`config.mk`:
```
export PLATFORM = sky130hd
export DESIGN_NAME = rtp_media_packetizer
export DESIGN_NICKNAME = d
export VERILOG_FILES = /design/src/hw/rtl/rmp_pkg.sv /design/src/hw/rtl/rmp_front.sv /design/src/hw/rtl/rmp_fifo.sv /design/src/hw/rtl/rmp_back.sv /design/src/hw/rtl/rtp_media_packetizer.sv
export SDC_FILE = /design/constraint.sdc
export NUM_CORES = 1
export LEC_CHECK = 0
export BUFFER_PORTS_ARGS = -buffer_cell sky130_fd_sc_hd__buf_2
export CAP_MARGIN = 15
export CORE_ASPECT_RATIO = 1.25
export CORE_MARGIN = 10
export CORE_UTILIZATION = 61
export DETAILED_ROUTE_END_ITERATION = 16
export HOLD_SLACK_MARGIN = 0.1
export PLACE_DENSITY = 0.78
export SLEW_MARGIN = 15
export SYNTH_ARGS = -nofsm -noshare
export SYNTH_HDL_FRONTEND = slang
export SYNTH_HIERARCHICAL = 1
export SYNTH_SLANG_ARGS = --single-unit
```
`constraint.sdc`:
```
create_clock -name clk -period 5.66 [get_ports clk]
set_input_delay 1.132 -clock clk [delete_from_list [all_inputs] [get_ports clk]]
set_output_delay 1.132 -clock clk [all_outputs]
set_load 0.05 [all_outputs]
```
`src/hw/rtl/rmp_pkg.sv`:
```
`timescale 1ns / 1ps
package rmp_pkg;

  // configuration register indexes
  localparam int CFG_IDX_W = 1;
  localparam int CFG_DATA_W = 2;
  localparam logic [CFG_IDX_W-1:0] REG_CODEC_KIND = 1'b0;
  localparam logic [CFG_IDX_W-1:0] REG_STREAMING_ON = 1'b1;

  typedef enum logic [1:0] {
    CODEC_SBC  = 2'd0,
    CODEC_AAC  = 2'd1,
    CODEC_LC3  = 2'd2,
    CODEC_APTX = 2'd3
  } codec_t;

  localparam logic CMD_BEGIN = 1'b0;
  localparam logic CMD_PAYLOAD = 1'b1;

  localparam logic [1:0] ST_OK = 2'd0;
  localparam logic [1:0] ST_NOT_STREAMING = 2'd1;
  localparam logic [1:0] ST_TOO_LONG = 2'd2;

  localparam logic [31:0] TS_INCR_SBC = 32'd128;
  localparam logic [31:0] TS_INCR_AAC = 32'd1024;
  localparam logic [31:0] TS_INCR_LC3 = 32'd480;

  localparam logic [7:0] RTP_BYTE0 = 8'h80;
  localparam logic [7:0] RTP_BYTE1 = 8'h60;
  localparam logic [31:0] RTP_SSRC = 32'h0000_0001;
  localparam logic [7:0] MEDIA_HDR_BYTE = 8'h01;

  localparam logic [16:0] MAX_PACKET_LEN = 17'h0FFFF;
  localparam logic [16:0] HLEN_RTP_PAY = 17'd13;
  localparam logic [16:0] HLEN_RTP = 17'd12;

  localparam int HDR_IDX_W = 4;
  localparam logic [HDR_IDX_W-1:0] HDR_LAST_RTP = 4'd11;
  localparam logic [HDR_IDX_W-1:0] HDR_LAST_PAY = 4'd12;

  localparam int RMP_FIFO_DEPTH = 4;

  typedef enum logic {
    ENT_ONE = 1'b0,
    ENT_HDR = 1'b1
  } ent_kind_t;

  // one queued request: either a single result or a whole header burst
  typedef struct packed {
    ent_kind_t   kind;
    logic [15:0] seq;
    logic [31:0] ts;
    logic        pay_hdr;
    logic [7:0]  data;
    logic        vld;
    logic        last;
    logic [1:0]  status;
  } rmp_ent_t;

  function automatic logic [7:0] hdr_byte(input logic [HDR_IDX_W-1:0] idx,
                                          input logic [15:0] seq,
                                          input logic [31:0] ts);
    logic [7:0] b;
    begin
      case (idx)
        4'd0:    b = RTP_BYTE0;
        4'd1:    b = RTP_BYTE1;
        4'd2:    b = seq[15:8];
        4'd3:    b = seq[7:0];
        4'd4:    b = ts[31:24];
        4'd5:    b = ts[23:16];
        4'd6:    b = ts[15:8];
        4'd7:    b = ts[7:0];
        4'd8:    b = RTP_SSRC[31:24];
        4'd9:    b = RTP_SSRC[23:16];
        4'd10:   b = RTP_SSRC[15:8];
        4'd11:   b = RTP_SSRC[7:0];
        4'd12:   b = MEDIA_HDR_BYTE;
        default: b = 8'h00;
      endcase
      return b;
    end
  endfunction

endpackage

```
`src/hw/rtl/rmp_front.sv`:
```
`timescale 1ns / 1ps
module rmp_front (
  input  logic                          clk,
  input  logic                          rst_n,
  input  logic                          cfg_we,
  input  logic [rmp_pkg::CFG_IDX_W-1:0] cfg_index,
  input  logic [rmp_pkg::CFG_DATA_W-1:0] cfg_data,
  input  logic                          in_valid,
  output logic                          in_ready,
  input  logic                          in_command,
  input  logic [15:0]                   in_frame_length,
  input  logic [7:0]                    in_payload_byte,
  input  logic                          q_full,
  output logic                          q_push,
  output rmp_pkg::rmp_ent_t             q_ent
);
  import rmp_pkg::*;

  codec_t      codec_r;
  logic        streaming_r;
  logic [15:0] seq_r, seq_nxt;
  logic [31:0] ts_r, ts_nxt;
  logic [15:0] left_r, left_nxt;
  logic        open_r, open_nxt;

  logic [15:0] left_dec;
  logic [16:0] hlen;
  logic [16:0] total_len;
  logic [31:0] ts_incr;
  logic        use_rtp;

  assign in_ready = !q_full;

  always_ff @(posedge clk) begin
    if (!rst_n) begin
      codec_r     <= CODEC_SBC;
      streaming_r <= 1'b0;
    end else if (cfg_we) begin
      case (cfg_index)
        REG_CODEC_KIND:   codec_r <= codec_t'(cfg_data[1:0]);
        REG_STREAMING_ON: streaming_r <= cfg_data[0];
        default: ;
      endcase
    end
  end

  always_comb begin
    use_rtp = (codec_r != CODEC_APTX);
    case (codec_r)
      CODEC_SBC: begin
        hlen = HLEN_RTP_PAY;
        ts_incr = TS_INCR_SBC;
      end
      CODEC_AAC: begin
        hlen = HLEN_RTP;
        ts_incr = TS_INCR_AAC;
      end
      CODEC_LC3: begin
        hlen = HLEN_RTP;
        ts_incr = TS_INCR_LC3;
      end
      default: begin
        hlen = '0;
        ts_incr = '0;
      end
    endcase
    total_len = hlen + {1'b0, in_frame_length};
    left_dec  = left_r - 16'd1;
  end

  always_comb begin
    seq_nxt  = seq_r;
    ts_nxt   = ts_r;
    left_nxt = left_r;
    open_nxt = open_r;
    q_push   = 1'b0;
    q_ent    = '0;
    q_ent.kind = ENT_ONE;
    if (in_valid && in_ready) begin
      if (in_command == CMD_PAYLOAD) begin
        // stray bytes with no open frame are dropped
        if (open_r) begin
          left_nxt     = left_dec;
          open_nxt     = (left_dec != 16'd0);
          q_push       = 1'b1;
          q_ent.data   = in_payload_byte;
          q_ent.vld    = 1'b1;
          q_ent.last   = (left_dec == 16'd0);
          q_ent.status = ST_OK;
        end
      end else begin
        open_nxt = 1'b0;
        left_nxt = '0;
        if (!streaming_r) begin
          q_push       = 1'b1;
          q_ent.status = ST_NOT_STREAMING;
        end else if (total_len > MAX_PACKET_LEN) begin
          q_push       = 1'b1;
          q_ent.status = ST_TOO_LONG;
        end else begin
          if (use_rtp) begin
            q_push        = 1'b1;
            q_ent.kind    = ENT_HDR;
            q_ent.seq     = seq_r;
            q_ent.ts      = ts_r;
            q_ent.pay_hdr = (codec_r == CODEC_SBC);
            q_ent.last    = (in_frame_length == 16'd0);
            seq_nxt       = seq_r + 16'd1;
            ts_nxt        = ts_r + ts_incr;
          end else if (in_frame_length == 16'd0) begin
            // empty frame without rtp: lone marker
            q_push     = 1'b1;
            q_ent.last = 1'b1;
          end
          if (in_frame_length != 16'd0) begin
            open_nxt = 1'b1;
            left_nxt = in_frame_length;
          end
        end
      end
    end
  end

  always_ff @(posedge clk) begin
    if (!rst_n) begin
      seq_r  <= '0;
      ts_r   <= '0;
      left_r <= '0;
      open_r <= 1'b0;
    end else begin
      seq_r  <= seq_nxt;
      ts_r   <= ts_nxt;
      left_r <= left_nxt;
      open_r <= open_nxt;
    end
  end

endmodule

```
`src/hw/rtl/rmp_fifo.sv`:
```
`timescale 1ns / 1ps
module rmp_fifo #(
  parameter int DEPTH = rmp_pkg::RMP_FIFO_DEPTH
) (
  input  logic              clk,
  input  logic              rst_n,
  input  logic              push,
  input  rmp_pkg::rmp_ent_t push_ent,
  input  logic              pop,
  output rmp_pkg::rmp_ent_t head_ent,
  output logic              empty,
  output logic              full
);
  import rmp_pkg::*;

  localparam int PTR_W = (DEPTH > 1) ? $clog2(DEPTH) : 1;
  localparam int CNT_W = $clog2(DEPTH + 1);
  localparam logic [PTR_W-1:0] PTR_LAST = PTR_W'(DEPTH - 1);
  localparam logic [CNT_W-1:0] CNT_FULL = CNT_W'(DEPTH);

  rmp_ent_t         mem_r [DEPTH];
  logic [PTR_W-1:0] wr_ptr_r, wr_ptr_nxt;
  logic [PTR_W-1:0] rd_ptr_r, rd_ptr_nxt;
  logic [CNT_W-1:0] cnt_r, cnt_nxt;
  logic             do_push, do_pop;

  assign empty    = (cnt_r == '0);
  assign full     = (cnt_r == CNT_FULL);
  assign head_ent = mem_r[rd_ptr_r];
  assign do_push  = push && !full;
  assign do_pop   = pop && !empty;

  always_comb begin
    wr_ptr_nxt = wr_ptr_r;
    rd_ptr_nxt = rd_ptr_r;
    cnt_nxt    = cnt_r;
    if (do_push) begin
      wr_ptr_nxt = (wr_ptr_r == PTR_LAST) ? '0 : wr_ptr_r + PTR_W'(1);
    end
    if (do_pop) begin
      rd_ptr_nxt = (rd_ptr_r == PTR_LAST) ? '0 : rd_ptr_r + PTR_W'(1);
    end
    if (do_push && !do_pop) begin
      cnt_nxt = cnt_r + CNT_W'(1);
    end else if (!do_push && do_pop) begin
      cnt_nxt = cnt_r - CNT_W'(1);
    end
  end

  always_ff @(posedge clk) begin
    if (do_push) begin
      mem_r[wr_ptr_r] <= push_ent;
    end
  end

  always_ff @(posedge clk) begin
    if (!rst_n) begin
      wr_ptr_r <= '0;
      rd_ptr_r <= '0;
      cnt_r    <= '0;
    end else begin
      wr_ptr_r <= wr_ptr_nxt;
      rd_ptr_r <= rd_ptr_nxt;
      cnt_r    <= cnt_nxt;
    end
  end

endmodule

```
`src/hw/rtl/rmp_back.sv`:
```
`timescale 1ns / 1ps
module rmp_back (
  input  logic              clk,
  input  logic              rst_n,
  input  rmp_pkg::rmp_ent_t head_ent,
  input  logic              q_empty,
  output logic              q_pop,
  output logic              out_valid,
  input  logic              out_ready,
  output logic [7:0]        out_byte,
  output logic              out_byte_valid,
  output logic              out_packet_last,
  output logic [1:0]        out_status
);
  import rmp_pkg::*;

  logic                 valid_r, valid_nxt;
  logic [HDR_IDX_W-1:0] idx_r, idx_nxt;
  logic [HDR_IDX_W-1:0] last_idx;
  logic                 load;
  logic [7:0]           byte_r, byte_nxt;
  logic                 bvld_r, bvld_nxt;
  logic                 last_r, last_nxt;
  logic [1:0]           status_r, status_nxt;

  assign out_valid       = valid_r;
  assign out_byte        = byte_r;
  assign out_byte_valid  = bvld_r;
  assign out_packet_last = last_r;
  assign out_status      = status_r;

  assign last_idx = head_ent.pay_hdr ? HDR_LAST_PAY : HDR_LAST_RTP;
  // a request is queued and the output register is free or being emptied this cycle
  assign load = !q_empty && (!valid_r || out_ready);

  always_comb begin
    valid_nxt  = valid_r;
    idx_nxt    = idx_r;
    q_pop      = 1'b0;
    byte_nxt   = byte_r;
    bvld_nxt   = bvld_r;
    last_nxt   = last_r;
    status_nxt = status_r;
    if (load) begin
      valid_nxt = 1'b1;
      if (head_ent.kind == ENT_HDR) begin
        byte_nxt   = hdr_byte(idx_r, head_ent.seq, head_ent.ts);
        bvld_nxt   = 1'b1;
        last_nxt   = head_ent.last && (idx_r == last_idx);
        status_nxt = ST_OK;
        if (idx_r == last_idx) begin
          q_pop   = 1'b1;
          idx_nxt = '0;
        end else begin
          idx_nxt = idx_r + HDR_IDX_W'(1);
        end
      end else begin
        byte_nxt   = head_ent.data;
        bvld_nxt   = head_ent.vld;
        last_nxt   = head_ent.last;
        status_nxt = head_ent.status;
        q_pop      = 1'b1;
      end
    end else if (out_ready) begin
      valid_nxt = 1'b0;
    end
  end

  always_ff @(posedge clk) begin
    if (!rst_n) begin
      valid_r <= 1'b0;
      idx_r   <= '0;
    end else begin
      valid_r <= valid_nxt;
      idx_r   <= idx_nxt;
    end
  end

  always_ff @(posedge clk) begin
    byte_r   <= byte_nxt;
    bvld_r   <= bvld_nxt;
    last_r   <= last_nxt;
    status_r <= status_nxt;
  end

endmodule

```
`src/hw/rtl/rtp_media_packetizer.sv`:
```
`timescale 1ns / 1ps
// media packetizer: wraps sbc, aac and lc3 frames into rtp packets, one byte per result
// input channel (in_valid/in_ready): a begin request carries the frame length,
//   a payload request carries one codec byte
// output channel (out_valid/out_ready): one packet byte, reject status or
//   empty-frame marker per result
// configuration port: cfg_we with cfg_index selects codec kind or streaming
//   enable; write only while the block is idle
// a request's first result passes through the request queue and then the output register
// throughput: one request per cycle while the queue has room; payload bytes stream
//   at one per cycle while out_ready is high, a header burst is 12 or 13 bytes at the
//   output register, and the request queue (FIFO_DEPTH entries) lets input go on meanwhile
// a stalled receiver holds the output register; requests queue behind it and
//   in_ready drops once the queue is full
// reset: sequence number, timestamp and open-frame state clear, the queue
//   empties, codec kind goes to sbc and streaming is off
module rtp_media_packetizer #(
  parameter int FIFO_DEPTH = rmp_pkg::RMP_FIFO_DEPTH
) (
  input  logic                           clk,
  input  logic                           rst_n,
  input  logic                           cfg_we,
  input  logic [rmp_pkg::CFG_IDX_W-1:0]  cfg_index,
  input  logic [rmp_pkg::CFG_DATA_W-1:0] cfg_data,
  input  logic                           in_valid,
  output logic                           in_ready,
  input  logic                           in_command,
  input  logic [15:0]                    in_frame_length,
  input  logic [7:0]                     in_payload_byte,
  output logic                           out_valid,
  input  logic                           out_ready,
  output logic [7:0]                     out_byte,
  output logic                           out_byte_valid,
  output logic                           out_packet_last,
  output logic [1:0]                     out_status
);
  import rmp_pkg::*;

  rmp_ent_t push_ent, head_ent;
  logic     q_push, q_pop, q_full, q_empty;

  rmp_front u_front (
    .clk             (clk),
    .rst_n           (rst_n),
    .cfg_we          (cfg_we),
    .cfg_index       (cfg_index),
    .cfg_data        (cfg_data),
    .in_valid        (in_valid),
    .in_ready        (in_ready),
    .in_command      (in_command),
    .in_frame_length (in_frame_length),
    .in_payload_byte (in_payload_byte),
    .q_full          (q_full),
    .q_push          (q_push),
    .q_ent           (push_ent)
  );

  rmp_fifo #(
    .DEPTH (FIFO_DEPTH)
  ) u_fifo (
    .clk      (clk),
    .rst_n    (rst_n),
    .push     (q_push),
    .push_ent (push_ent),
    .pop      (q_pop),
    .head_ent (head_ent),
    .empty    (q_empty),
    .full     (q_full)
  );

  rmp_back u_back (
    .clk             (clk),
    .rst_n           (rst_n),
    .head_ent        (head_ent),
    .q_empty         (q_empty),
    .q_pop           (q_pop),
    .out_valid       (out_valid),
    .out_ready       (out_ready),
    .out_byte        (out_byte),
    .out_byte_valid  (out_byte_valid),
    .out_packet_last (out_packet_last),
    .out_status      (out_status)
  );

endmodule

```
==> impl_metrics.ini, run 1 <==
[place]
place.detailed.hpwl_um = 19500
placedCellCount = 1302
preCtsSetupSlack_ns = 0.972
routability_congestion_estimate = 0.874
port_bufs = 46

[critical_path]
arrival_ns = 4.66
critical_path.endpoint_type = register
cpMaxStageDelayCell = sky130_fd_sc_hd__dfxtp_1
cpPeakStageDelay_ns = 0.54
worst_r2r_startpoint = u_front/codec_r[1]
regToRegEndpoint = u_fifo/cnt_r[2]
worst-endpoint-required_ns = 6.14
startpoint_type = register
ff2ff_setup_slack_ns = 1.47
timing.critical_path.max_delay_family = simple AND/OR/NAND/NOR gates
reg2regPathDepth = 14
timing.critical_path.buf_inv = 1
timing.setup.critical_path_class = reg2reg
path_cells = nand2_1 -> ha_1 -> a21o_1 -> a21oi_2 -> or3_1 -> and4b_1 -> a31oi_1 -> nor2b_1 -> ha_1 -> inv_1 -> fa_1 -> xor2_1 -> or3_1 -> a21boi_0
crit_fanout = 17

[timing]
grt_setup_unrepaired = false
number_of_endpoints_failing_setup_at_the_final_stage = 0
timing.setup.tns_ns = 0
fmax_mhz = 239
final.hold.worst_slack_ns = 0.476
min_period_over_period = 0.739
post-route-min-period_ns = 4.19
drv_slew = 0
fin_ws_ns = 1.47
timing.clock.skew_ns = 0.0108
timing_hold_violations_final = 0
worst-slew-pin-transition_ns = 1.06
timing.max_slew.rel_slack = 0.289

[synth]
yosys.cell_types.count = 74
synth_flop_cell = sky130_fd_sc_hd__edfxtp_1
number_of_warnings_printed_during_yosys_synthesis = 6
synth_adder_area_share = 0.0216
muxShareOfSynthArea = 0.100
synth-seq-cells = 337
mappedNetlistArea_um2 = 14600
synth-compound-area-share = 0.0668
synth-simple-area-share = 0.112
synthArstFlopShare = 0
post_synthesis_average_cell_area_um2 = 14.6
synth_enable_flop_cells = 260
share_of_the_synthesized_netlist_area_taken_by_xor_and_xnor_gates = 0.0263
synth.yosys.seq_area_share = 0.640
largest_family_of_logic_cells_by_synthesized_area = simple AND/OR/NAND/NOR gates
synth_cells = 1003

[power_and_ir_drop]
pwr_cell_area_nw_per_um2 = 388
seqPwrFrac = 0.477
internal_power_w = 0.00450
p_sw_frac = 0.276
static-leakage-power_nw = 5.21
comb_power_share = 0.188
ir_worst_vdd_v = 0.000241
power.share.clock = 0.335
power.switching_w = 0.00172

[cts]
cts-htree-levels = 1
cts-hold-fix-buffers = 0
ctsLongestPathBuffers = 3
clk-insertion-delay-late_ns = 0.55
clkSinkCount = 337
cts_root_buf = sky130_fd_sc_hd__clkbuf_16
post-cts-setup-buffer-count = 0
cts.clk_slew.worst_paths_ns = 0.06
ctsResizeCount = 0
tritoncts = yes
cts-buffers-inserted = 31

[detailed_routing]
drc = 0
drtIter0Drc = 769
ant_nets = 0
drt_first_pass_iters = 5
viasPerCell = 6.36
routed_wire_length_per_instance_um = 22.6
wirelength_um = 30700
vias = 8637

[floorplanning]
coreArea_um2 = 23600
fp.dieW_um = 158
ios = 47
dieArea_um2 = 30600
height_of_the_die_um = 193
initial_core_util = 0.618
fp-row-count = 63

[finish]
flow.area_growth_from_synthesis_pct = 9.70
fin_nets = 1100
final_layout_size_suffix_gt1_frac = 0.181
final_common_cell = sky130_fd_sc_hd__edfxtp_1
final_std_cells_w_o_fill = 1359
most-common-layout-cells = sky130_fd_sc_hd__edfxtp_1 (260), sky130_fd_sc_hd__dfxtp_1 (75), sky130_fd_sc_hd__nor2_1 (68)
insertedDiodeCount = 0

[grt]
antenna_violations_before_repair = 0
grt_overflow_total = 0
grt_first_pass_wirelength_um = 48900
globalRouteTotalUtil = 0.205
grt_start_max_net_pins = 63
first_global_vias = 8822

[min_path]
holdCritStartpoint = u_front/ts_r[8]
timing.hold.worst_path_depth = 2
worstHoldEndpoint = u_front/ts_r[8]
hp-class = reg2reg

[run]
cap_violations = 0

[run_status]
run_status = complete, no violations
registers in the layout (all words and copies together), names as in the netlist, 2 cells and up, named ones only:
name,count
u_fifo/wr_ptr_r,2
u_front/left_r,16
u_front/seq_r,16
u_back/out_byte,8
u_front/ts_r,27
u_fifo/mem_r,248
u_fifo/cnt_r,3
u_back/idx_r,4
u_back/out_status,2
u_front/codec_r,2
u_fifo/rd_ptr_r,2
routing by layer:
layer | up-vias | part of all wire | track usage
met5 | - | 0 | 0
met2 | 328 | 0.50 | 0.344
li1 | 3931 | - | -
met3 | 58 | 0.059 | 0.0291
met4 | 0 | 0.027 | 0.0685
met1 | 4320 | 0.41 | 0.270
logic make-up (layout without fill, tap and decap cells):
| family | after synthesis | count (layout) |
|---|---|---|
| muxes | 68 | 68 |
| other | 1 | 5 |
| adders and majority gates | 24 | 24 |
| buffers and inverters | 84 | 144 |
| DFF | 337 | 337 |
| AOI/OAI and AO/OA | 146 | 146 |
| and+or+nand+nor | 300 | 300 |
| xor gates and xnor gates | 43 | 43 |
synth_stat cells, drive strengths merged, types with 3 or more instances:
library cell	count	area (um^2)
mux2i	4	40.0
nor2b	10	62.6
nor4	15	93.8
or3	19	124
a221oi	10	87.6
nand2	47	179
nor4b	3	26.3
nor2	68	255
o31ai	6	45.0
or4	4	33.8
ha	22	275
nand2b	4	25.0
nor3b	5	42.5
buf	33	292
and3	5	31.3
o21ai	43	215
xnor2	29	262
a222oi	6	60.1
nand4	16	100
edfxtp	260	7810
a31oi	5	31.3
or2	4	25.0
nor3	14	70.1
nand3	22	110
a221o	3	30.0
xor2	14	123
clkbuf	23	87.6
a21oi	39	203
inv	27	101
and2	55	344
mux4	62	1400
dfxtp	77	1540
a211oi	9	67.6
cell type report:
cell class	instances	area, um^2
Sequential cell	337	9350
Fill cell	1586	7620
Multi-Input combinational cell	586	4800
Clock buffer	33	783
Timing Repair Buffer	59	378
Tap cell	292	365
Clock inverter	24	240
Inverter	28	105
power groups by stage:
| stage | logic (W) | registers (W) | clock network (W) |
|---|---|---|---|
| global placement | 0.00114 | 0.00301 | 0 |
| floorplan | 0.000792 | 0.00314 | 0 |
| CTS | 0.00118 | 0.00297 | 0.00211 |
| detailed placement | 0.00116 | 0.00302 | 0 |
| finish | 0.00117 | 0.00297 | 0.00208 |
| global route | 0.00125 | 0.00299 | 0.00221 |
stage by stage:
stage,instance area [um^2],power (W),util
floorplan,14600,0.00393,-
finish,16000,0.00622,0.678
global route,16000,0.00645,0.678
global placement,15000,0.00416,0.634
detailed placement,15000,0.00418,0.634
CTS,16000,0.00626,0.678
worst max path at each step:
stage                       start                  to  cells past startpoint
2_1_floorplan  in_frame_length[2]  u_fifo/mem_r[0][0]                     11
3_3_place_gp   in_frame_length[2]     u_fifo/cnt_r[2]                     14
3_5_place_dp   in_frame_length[0]     u_fifo/cnt_r[2]                     15
4_1_cts        u_front/codec_r[1]     u_fifo/cnt_r[2]                     14
5_1_grt        u_front/codec_r[1]     u_fifo/cnt_r[2]                     14
6_report       u_front/codec_r[1]     u_fifo/cnt_r[2]                     14
worst min-delay path, cell delays in order (launching register included):
cell                      delay [ns]
sky130_fd_sc_hd__dfxtp_1        0.32
sky130_fd_sc_hd__nand2_1        0.06
sky130_fd_sc_hd__a21oi_1        0.05
Power figures use the tool's default switching activity.
==> inputs of run 2 (changes only) <==
- ABC_AREA: unset -> 1
- clock period: 5.66 -> 4.2 ns (I/O delays scaled with it)
==> run 2 against run 1 <==
Effect of this change: sequential power is 40% higher; synthesized area grew 11%; count of clock-buffer cells in the layout grew 10; non-clock buffer count up 4; critical endpoint unchanged.
==> impl_metrics.ini, run 2 <==
[run_status]
run_status = complete, no violations

[finish]
flow.area_growth_from_synthesis_pct = 8.80
final_std_cells_w_o_fill = 2047
final_layout_size_suffix_gt1_frac = 0.155
reg_top3 = u_fifo/mem_r x248, u_front/ts_r x27
top_register = u_fifo/mem_r
final_common_cell = sky130_fd_sc_hd__nand2_1
fin_nets = 1741
most-common-layout-cells = sky130_fd_sc_hd__nand2_1 (281), sky130_fd_sc_hd__edfxtp_1 (260), sky130_fd_sc_hd__nor2_1 (234)
insertedDiodeCount = 0
largest_register_ffs = 248

[cts]
ctsResizeCount = 0
cts-hold-fix-buffers = 0
cts_root_buf = sky130_fd_sc_hd__clkbuf_16
tritoncts = yes
clk-insertion-delay-late_ns = 0.50
post-cts-setup-buffer-count = 0
cts-buffers-inserted = 34
cts-htree-levels = 2
ctsLongestPathBuffers = 3
cts.clk_slew.worst_paths_ns = 0.06
clkSinkCount = 337

[synth]
yosys.cell_types.count = 45
mappedNetlistArea_um2 = 16300
netlist.area_leader.share = 0.480
synth-seq-cells = 337
synth_cells = 1663
post_synthesis_average_cell_area_um2 = 9.78
synth_flop_cell = sky130_fd_sc_hd__edfxtp_1
synth_enable_flop_cells = 260
synth-compound-area-share = 0.125
synth.yosys.seq_area_share = 0.575
largest_family_of_logic_cells_by_synthesized_area = simple AND/OR/NAND/NOR gates
synth_commonest_cells = sky130_fd_sc_hd__nand2_1 (281), sky130_fd_sc_hd__edfxtp_1 (260), sky130_fd_sc_hd__nor2_1 (238)
post_synth_main_area_contributors = sky130_fd_sc_hd__edfxtp_1 (48%), sky130_fd_sc_hd__dfxtp_1 (9.5%), sky130_fd_sc_hd__nand2_1 (6.5%)
yosysMostFrequentCell = sky130_fd_sc_hd__nand2_1
share_of_the_synthesized_netlist_area_taken_by_xor_and_xnor_gates = 0.0118
synth_adder_area_share = 0.0194
muxShareOfSynthArea = 0
synth-simple-area-share = 0.198
synthArstFlopShare = 0
number_of_warnings_printed_during_yosys_synthesis = 6
area_leader_netlist = sky130_fd_sc_hd__edfxtp_1

[place]
routability_congestion_estimate = 0.921
place.detailed.hpwl_um = 24300
placedCellCount = 1988
port_bufs = 46

[power_and_ir_drop]
ir_worst_vdd_v = 0.000291
pwr_cell_area_nw_per_um2 = 597
power.total_w = 0.0106
static-leakage-power_nw = 6.66

[critical_path]
cpPeakStageDelay_ns = 0.51
timing.setup.critical_path_class = in2reg
crit_fanout = 7
timing.critical_path.max_delay_family = simple AND/OR/NAND/NOR gates
path_cells = buf_2 -> nor4_1 -> nand4_1 -> nand2_1 -> nor2_2 -> a31oi_1 -> nand2_1 -> inv_1 -> ha_1 -> inv_1 -> fa_1 -> inv_1 -> nand2_1 -> nand3_1 -> nand2_1 -> inv_1 -> nor2_1
worst-endpoint-required_ns = 4.60
cpMaxStageDelayCell = sky130_fd_sc_hd__nor4_1
setup.worst_path.end = u_fifo/cnt_r[2]
critical_path.endpoint_type = register
arrival_ns = 3.68
setup.worst_path.start = in_frame_length[6]
crit_cells = 17
reg2regPathDepth = 19
startpoint_type = primary input
worst_r2r_startpoint = u_front/codec_r[1]
ff2ff_setup_slack_ns = 0.99
timing.critical_path.buf_inv = 5
regToRegEndpoint = u_fifo/cnt_r[2]

[floorplanning]
height_of_the_die_um = 203
ios = 47
coreArea_um2 = 26200
fp.dieW_um = 166
fp-row-count = 66
dieArea_um2 = 33600
initial_core_util = 0.621

[timing]
timing_hold_violations_final = 0
grt_setup_unrepaired = false
timing.setup.tns_ns = 0
worst-slew-pin-transition_ns = 1.01
fmax_mhz = 306
timing.clock.skew_ns = 0.0143
number_of_endpoints_failing_setup_at_the_final_stage = 0
post-route-min-period_ns = 3.27
drv_slew = 0
min_period_over_period = 0.779
timing.max_slew.rel_slack = 0.324

[grt]
grt_start_max_net_pins = 101
antenna_violations_before_repair = 0
grt_first_pass_wirelength_um = 59800
first_global_vias = 11400
grt_overflow_total = 0
globalRouteTotalUtil = 0.214

[detailed_routing]
wirelength_um = 37200
drc = 0
viasPerCell = 5.81
routed_wire_length_per_instance_um = 18.2
drtIter0Drc = 1219
ant_nets = 0
vias = 11900
drt_first_pass_iters = 5

[run]
cap_violations = 0

[min_path]
hp-class = reg2reg
## run 2: changes by cell type after synthesis, moves of 17 or more
cell                      delta
sky130_fd_sc_hd__nand2_1   +235
sky130_fd_sc_hd__nor2_2     +65
sky130_fd_sc_hd__or3_1      -17
sky130_fd_sc_hd__mux4_2     -60
sky130_fd_sc_hd__o22ai_2    +60
sky130_fd_sc_hd__buf_2      +19
sky130_fd_sc_hd__xnor2_1    -26
sky130_fd_sc_hd__o21ai_0   +119
sky130_fd_sc_hd__nand4_1    +23
sky130_fd_sc_hd__nor2_1    +170
sky130_fd_sc_hd__and2_1     -54
sky130_fd_sc_hd__a21oi_1    +37
sky130_fd_sc_hd__inv_1     +115
sky130_fd_sc_hd__nand3_1    +32
## run 2: worst min path at each step
stage                                start                to  slack (ns)  depth (start not counted)
after global placement    u_front/ts_r[31]  u_front/ts_r[31]        0.45                          2
after detailed placement  u_front/seq_r[8]  u_front/seq_r[8]        0.48                          2
after global routing       u_front/ts_r[5]   u_front/ts_r[5]        0.51                          2
final                      u_front/ts_r[5]   u_front/ts_r[5]        0.49                          2
after floorplan           u_front/ts_r[31]  u_front/ts_r[31]        0.44                          2
after CTS                  u_front/ts_r[5]   u_front/ts_r[5]        0.49                          2
## run 2: layout make-up
class                   count  area (um^2)
flip-flops and latches    337         9350
fillers                  1898         8480
multi-input cells        1096         5810
clock buffers              43          946
inverters                 152          578
well taps                 340          425
repair buffers             63          420
clock inverters            16          163
## run 2: stage by stage
step / worst slack, ns / utilization / hold slack (ns) / area [um^2]
floorplan: -0.885 / - / 0.444 / 16300
global placement: 0.473 / 0.634 / 0.454 / 16600
detailed placement: 0.398 / 0.634 / 0.476 / 16600
CTS: 0.922 / 0.676 / 0.485 / 17700
global route: 0.562 / 0.676 / 0.506 / 17700
finish: 0.928 / 0.676 / 0.487 / 17700
## run 2: cell families (layout without fill, tap and decap cells)
group | Yosys count | count (layout)
flip-flops | 337 | 337
adder cells (fa/ha/maj) | 24 | 24
AO/OA/AOI/OAI | 314 | 314
buffers and inverters | 234 | 274
other | 1 | 5
XOR/XNOR | 22 | 22
AND/OR/NAND/NOR | 731 | 731
## run 2: worst min-delay path, cell delays in order, from the launching register on
cell	delay (ns)
sky130_fd_sc_hd__dfxtp_1	0.32
sky130_fd_sc_hd__inv_1	0.07
sky130_fd_sc_hd__a21oi_1	0.06
## run 2: power breakdown
| group | internal [W] | switching [W] |
|---|---|---|
| clock network | 0.00178 | 0.00121 |
| logic | 0.00102 | 0.00242 |
| registers | 0.00398 | 0.000168 |
| total | 0.00678 | 0.00379 |
## run 2: per-layer routing
layer	vias to the layer above	global-route usage	share of wire
li1	5694	-	-
met1	5683	0.270	0.40
met2	455	0.374	0.51
met3	64	0.0301	0.068
met4	0	0.0653	0.021
met5	-	0	0
